**config.mk**
```make
export PLATFORM = sky130hd
export DESIGN_NAME = pfc_error
export DESIGN_NICKNAME = d
export VERILOG_FILES = /design/src/rtl/pfc_pkg.sv /design/src/rtl/pfc_error.sv
export VERILOG_INCLUDE_DIRS = /design/src /design/src/rtl
export SDC_FILE = /design/constraint.sdc
export NUM_CORES = 1
export LEC_CHECK = 0
export ABC_AREA = 1
export BUFFER_PORTS_ARGS = -buffer_cell sky130_fd_sc_hd__buf_2
export CORE_MARGIN = 2
export CORE_UTILIZATION = 45
export CTS_CLUSTER_DIAMETER = 100
export DETAILED_ROUTE_END_ITERATION = 7
export GPL_TIMING_DRIVEN = 0
export HOLD_SLACK_MARGIN = 0.1
export PLACE_DENSITY_LB_ADDON = 0.15
export SYNTH_ARGS = -nofsm -noshare
export SYNTH_HDL_FRONTEND = slang
export SYNTH_SLANG_ARGS = --single-unit
```
**constraint.sdc**
```tcl
create_clock -name clk -period 17.7 [get_ports clk]
set_input_delay 3.54 -clock clk [delete_from_list [all_inputs] [get_ports clk]]
set_output_delay 3.54 -clock clk [all_outputs]
set_load 0.02 [all_outputs]
```
**src/rtl/pid_feedforward_controller_assert.svh**
```systemverilog
// Assertion macros shared by the controller RTL.
// Each macro expects clk and rst_n in scope.
`ifndef PID_FEEDFORWARD_CONTROLLER_ASSERT_SVH
`define PID_FEEDFORWARD_CONTROLLER_ASSERT_SVH

`ifndef SYNTH

`define PFC_ASSERT_IMPLY(label, ante, cons) \
    label: assert property (@(posedge clk) disable iff (!rst_n) (ante) |-> (cons)) \
        else $error("%m: same-cycle check failed");

`define PFC_ASSERT_NEXT(label, ante, cons) \
    label: assert property (@(posedge clk) disable iff (!rst_n) (ante) |=> (cons)) \
        else $error("%m: next-cycle check failed");

`else

`define PFC_ASSERT_IMPLY(label, ante, cons)

`define PFC_ASSERT_NEXT(label, ante, cons)

`endif

`endif

```
**src/rtl/pfc_pkg.sv**
```systemverilog
package pfc_pkg;

    localparam int DataW = 32;
    localparam int LimW  = 31;
    localparam int IdxW  = 3;
    localparam int FracW = 16;
    localparam int ProdW = 2 * DataW;
    localparam int TermW = ProdW - FracW;
    localparam int AccW  = TermW + 2;
    localparam int PartW = TermW + 4;

    localparam logic [IdxW-1:0] REG_KP   = 3'd0;
    localparam logic [IdxW-1:0] REG_KI   = 3'd1;
    localparam logic [IdxW-1:0] REG_KD   = 3'd2;
    localparam logic [IdxW-1:0] REG_FF   = 3'd3;
    localparam logic [IdxW-1:0] REG_ILIM = 3'd4;
    localparam logic [IdxW-1:0] REG_DLIM = 3'd5;

    typedef logic signed [DataW-1:0] q16_t;
    typedef logic signed [ProdW-1:0] prod_word_t;
    typedef logic signed [TermW-1:0] term_t;

    localparam q16_t Q16_MAX = {1'b0, {(DataW-1){1'b1}}};
    localparam q16_t Q16_MIN = {1'b1, {(DataW-1){1'b0}}};

    typedef struct packed {
        q16_t             kp;
        q16_t             ki;
        q16_t             kd;
        q16_t             ff;
        logic [LimW-1:0]  i_limit;
        logic [LimW-1:0]  d_limit;
    } cfg_t;

    typedef struct packed {
        logic mode;
        logic sample_due;
        q16_t measured;
        q16_t target;
        q16_t error_in;
    } sample_t;

    typedef struct packed {
        logic due;
        logic mode;
        q16_t err;
        q16_t target;
    } err_t;

    typedef struct packed {
        logic due;
        logic mode;
        logic flip;
        logic d_ok;
        q16_t err;
        q16_t target;
        q16_t diff;
    } diff_t;

    typedef struct packed {
        logic       due;
        logic       flip;
        prod_word_t p;
        prod_word_t i;
        prod_word_t d;
        prod_word_t f;
    } prod_t;

    typedef struct packed {
        logic                    due;
        q16_t                    integ;
        logic signed [PartW-1:0] part;
    } acc_t;

    // Drop the fraction bits of a product (floor towards minus infinity)
    function automatic term_t frac_drop(prod_word_t x);
        return x[ProdW-1:FracW];
    endfunction

endpackage

```
**src/rtl/pfc_error.sv**
```systemverilog
`include "pid_feedforward_controller_assert.svh"

module pfc_error import pfc_pkg::*; (
    input  logic    clk,
    input  logic    rst_n,
    input  cfg_t    cfg,
    input  logic    in_valid,
    output logic    in_ready,
    input  sample_t in_data,
    output logic    out_valid,
    input  logic    out_ready,
    output diff_t   out_data
);

    logic    s1_v_reg;
    sample_t s1_reg;
    logic    s2_v_reg;
    err_t    s2_reg;
    err_t    s2_next;
    logic    s3_v_reg;
    diff_t   s3_reg;
    diff_t   s3_next;
    q16_t    last_err_reg;

    logic s1_rdy;
    logic s2_rdy;
    logic s3_rdy;
    logic s1_load;
    logic s2_load;
    logic s3_load;

    logic signed [DataW:0] sub_wide;
    logic signed [DataW:0] diff_wide;
    logic        [DataW:0] diff_mag;

    assign s3_rdy  = !s3_v_reg || out_ready;
    assign s2_rdy  = !s2_v_reg || s3_rdy;
    assign s1_rdy  = !s1_v_reg || s2_rdy;
    assign s1_load = in_valid && s1_rdy;
    assign s2_load = s1_v_reg && s2_rdy;
    assign s3_load = s2_v_reg && s3_rdy;

    assign in_ready  = s1_rdy;
    assign out_valid = s3_v_reg;
    assign out_data  = s3_reg;

    // Error: saturated difference in mode 0, given error in mode 1
    always_comb
    begin
        sub_wide = (DataW+1)'(s1_reg.target) - (DataW+1)'(s1_reg.measured);
        s2_next.due    = s1_reg.sample_due;
        s2_next.mode   = s1_reg.mode;
        s2_next.target = s1_reg.target;
        if (s1_reg.mode)
        begin
            s2_next.err = s1_reg.error_in;
        end
        else if (sub_wide[DataW] != sub_wide[DataW-1])
        begin
            s2_next.err = sub_wide[DataW] ? Q16_MIN : Q16_MAX;
        end
        else
        begin
            s2_next.err = sub_wide[DataW-1:0];
        end
    end

    // Change in error, its limit test and the sign flip
    always_comb
    begin
        diff_wide = (DataW+1)'(s2_reg.err) - (DataW+1)'(last_err_reg);
        diff_mag  = diff_wide[DataW] ? -diff_wide : diff_wide;
        s3_next.due    = s2_reg.due;
        s3_next.mode   = s2_reg.mode;
        s3_next.err    = s2_reg.err;
        s3_next.target = s2_reg.target;
        s3_next.diff   = diff_wide[DataW-1:0];
        s3_next.d_ok   = diff_mag <= {2'b00, cfg.d_limit};
        s3_next.flip   = s2_reg.err[DataW-1] ^ last_err_reg[DataW-1];
    end

    always_ff @(posedge clk or negedge rst_n)
    begin
        if (!rst_n)
        begin
            s1_v_reg     <= 1'b0;
            s2_v_reg     <= 1'b0;
            s3_v_reg     <= 1'b0;
            last_err_reg <= '0;
        end
        else
        begin
            if (s1_rdy)
            begin
                s1_v_reg <= in_valid;
            end
            if (s2_rdy)
            begin
                s2_v_reg <= s1_v_reg;
            end
            if (s3_rdy)
            begin
                s3_v_reg <= s2_v_reg;
            end
            if (s3_load && s2_reg.due)
            begin
                last_err_reg <= s2_reg.err;
            end
        end
    end

    always_ff @(posedge clk)
    begin
        if (s1_load)
        begin
            s1_reg <= in_data;
        end
        if (s2_load)
        begin
            s2_reg <= s2_next;
        end
        if (s3_load)
        begin
            s3_reg <= s3_next;
        end
    end

    `PFC_ASSERT_NEXT(a_last_err_hold, !(s3_load && s2_reg.due), $stable(last_err_reg))

endmodule

```
==> reports/results.tsv <==
stage	metric	value	unit
setup_path	arrival	4.22	ns
detailed_routing	drc_errors	0	
detailed_routing	num_vias	11900	
timing	rsz0062_at_grt	no	
floorplan	start_util	0.458	
pwr	p_leak	0.00879	uW
placed_design	place_area	17700	sq um
timing	skew	0.0170	ns
detailed_routing	drt_iter0_drc	524	
global_route	grt_max_degree	67	
timing	slew_headroom	0.387	
worst_hold_path	holdCritStartpoint	s2_reg[3]$_DFFE_PP_	
detailed_routing	viasPerCell	4.87	
timing	hold_slack	0.414	ns
timing	hold_viol	0	
placed_design	globalplace.congestion	0.960	
clocking	cts_buffers	31	
detailed_routing	wl_per_cell	15.7	um
layout	syn_to_final_growth	18.1	%
timing	fin_crit_sh	0.438	
placed_design	port_buffers	234	
setup_path	reg2reg_depth	34	
global_route	grt_pass1_wl	60300	um
synth	syn_area_per_cell	9.41	sq um
synth	synth-seq-cells	299	
floorplan	rows	68	
layout	largest_reg_flops	100	
layout	finalNetCount	2348	
status	outcome	completed	
detailed_routing	wirelength	38300	um
layout	fill_cells	3152	
worst_hold_path	holdPathEnd	out_data[35]$_DFFE_PP_	
timing	finalSetupViolCount	0	
setup_path	critPathMaxFanout	3	
pwr	power.density	189	nW/um^2
synth	syn_area	15900	sq um
floorplan	coreArea	34600	sq um
clocking	cts_hold_buffers	0	
synth	ys_seq_area_frac	0.555	
layout	drive_gt1_frac	0.164	
layout	finalInstanceArea	18700	sq um
clocking	ctsResizeCount	0	
timing	min_period	7.76	ns
worst_hold_path	min_path_type	reg -> reg	
clocking	clk_pin_slew_worst_paths	0.06	ns
synth	synth.area.top_cells	edfxtp_1 (50%), nand2_1 (9.1%), ha_1 (7.6%)	
setup_path	worstSetupPathType	in -> out	
setup_path	start_kind	primary input	
clocking	cts_buffer_depth	3	
flow_run	cap_violations	0	
floorplan	die-area	36800	sq um
detailed_routing	ant_nets	0	
timing	fmax	0.129	GHz
placed_design	dp_hpwl	30800	um
clocking	cts_tree	yes	
floorplan	io_pins	394	
setup_path	timing.reg2reg.setup_slack	12.67	ns
layout	multiInputGateArea	5990	sq um
clocking	postCtsSetupRepairBufs	0	
clocking	clk_latency	0.56	ns
layout	diodes	0	
pwr	peakVddDrop	0.000123	V
synth	synth_top_cell_by_area	edfxtp_1	
global_route	track_usage	0.210	
synth	synthCells	1687	
worst_hold_path	min_path_cells	0	
clocking	clock-sinks	299	
setup_path	rr_endpoint	out_data[96]$_DFFE_PP_	
synth	synth_warnings	0	
floorplan	dieWidth	192	um
synth	syn_nets	2077	
setup_path	r2r_start	s2_reg[32]$_DFFE_PP_	
floorplan	die_h	192	um
clocking	root_buffer	clkbuf_16	
timing	setup_tns	0	ns
timing	tightestPinTransition	0.911	ns
pwr	power	3550	uW
detailed_routing	drt_first_pass_iters	5	
timing	slew_violations	0	
synth	synth_cell_type_count	43	
global_route	grt_pass1_vias	11900	
layout	register_area	8800	sq um
clocking	htree_num_levels	1	
setup_path	cp_data_required_time	14.16	ns
global_route	overflow	0	
synth	yosys.area.top_type_share	0.499	
global_route	antenna_found_initial	1	
setup_path	end_kind	output port	
where the power goes:
| part | total (uW) | internal [uW] | switching [uW] | leakage, uW |
|---|---|---|---|---|
| logic | 1830 | 620 | 1210 | 0.00536 |
| registers | 1060 | 999 | 62.4 | 0.00292 |
| clock network | 655 | 392 | 263 | 0.000510 |
cells in the final DEF, fill, tap and decap left out, types with 4 or more instances in the layout:
master | netlist | layout
bufinv_16 | 0 | 5
o21a_1 | 4 | 4
nor3_1 | 19 | 19
ha_1 | 96 | 96
nor2_1 | 200 | 200
nand4_1 | 27 | 27
o211ai_1 | 4 | 4
clkbuf_16 | 0 | 31
clkinv_2 | 0 | 8
xnor2_1 | 14 | 14
clkinv_1 | 0 | 5
xor2_1 | 42 | 42
clkbuf_1 | 9 | 13
inv_2 | 5 | 5
nand3_1 | 75 | 75
o21bai_1 | 5 | 5
dfrtp_1 | 35 | 35
nand2_1 | 383 | 383
o21ai_0 | 33 | 33
nor2_2 | 6 | 6
a21oi_1 | 137 | 136
buf_2 | 8 | 242
edfxtp_1 | 264 | 264
a21o_1 | 6 | 6
nand3b_1 | 13 | 13
inv_1 | 263 | 261
nand2_2 | 5 | 5
stage by stage:
step                      utilization  instances  setup WS [ns]
after floorplan                     -       1687           7.47
after global placement          0.509       2376           2.39
after detailed placement        0.512       2380           9.94
after CTS                       0.541       2436           9.93
after global routing            0.541       2436           9.83
final                           0.541       2436           9.94
final cells by class:
cell class                      instances  area share
Tap cell                              455      0.0304
Clock inverter                         21      0.0126
Inverter                              268      0.0539
Clock buffer                           35      0.0422
Timing Repair Buffer                  238      0.0672
Buffer                                 18     0.00434
Multi-Input combinational cell       1102       0.320
Sequential cell                       299       0.470
synthesized netlist by cell type, drive strengths merged:
master and number:
dfrtp 35, nand2 388, nand3b 13, o21a 4
a21boi 1, o21ai 36, or2 1, nor2 208
o31ai 2, xor2 42, a31oi 3, a211oi 3
o2111a 1, clkbuf 9, nor4 3, o211ai 4
a21oi 138, ha 96, nand4 27, nor3b 1
edfxtp 264, inv 268, nand3 78, fa 2
buf 9, a21o 6, and3b 1, nor4b 1
o221a 1, nor3 20, xnor2 16, and3 1
o21bai 5
cells by family (layout without fill, tap and decap cells):
group                      count (synthesis)  in the layout  synth area share
and+or+nand+nor                          742            742             0.196
AOI/OAI and AO/OA                        204            204            0.0695
adders and majority gates                 98             98            0.0782
DFF                                      299            299             0.555
buffers and inverters                    286            580            0.0685
xor gates and xnor gates                  58             58            0.0330
how the worst max path moves through the flow:
stage,from,endpoint,slack (ns),cells after the start
2_1_floorplan,out_ready,last_err_reg[10]$_DFFE_PN0P_,7.47,6
3_3_place_gp,out_ready,last_err_reg[29]$_DFFE_PN0P_,2.39,7
3_5_place_dp,out_ready,in_ready,9.94,6
4_1_cts,out_ready,in_ready,9.93,6
5_1_grt,out_ready,in_ready,9.83,6
6_report,out_ready,in_ready,9.94,6
critical path, cell delays in order:
cell     delay [ns]
buf_2          0.10
inv_1          0.10
nand2_1        0.08
nor2_1         0.13
nand2_1        0.10
buf_2          0.17
per-layer routing:
layer  GRT usage  vias to the layer above  part of all wire
met5           0                        -           0.00039
met2       0.372                      285              0.48
met1       0.264                     5378              0.44
met4      0.0663                        2             0.029
met3      0.0294                       71             0.048
li1            -                     6129                 -
Power figures use the tool's default switching activity.
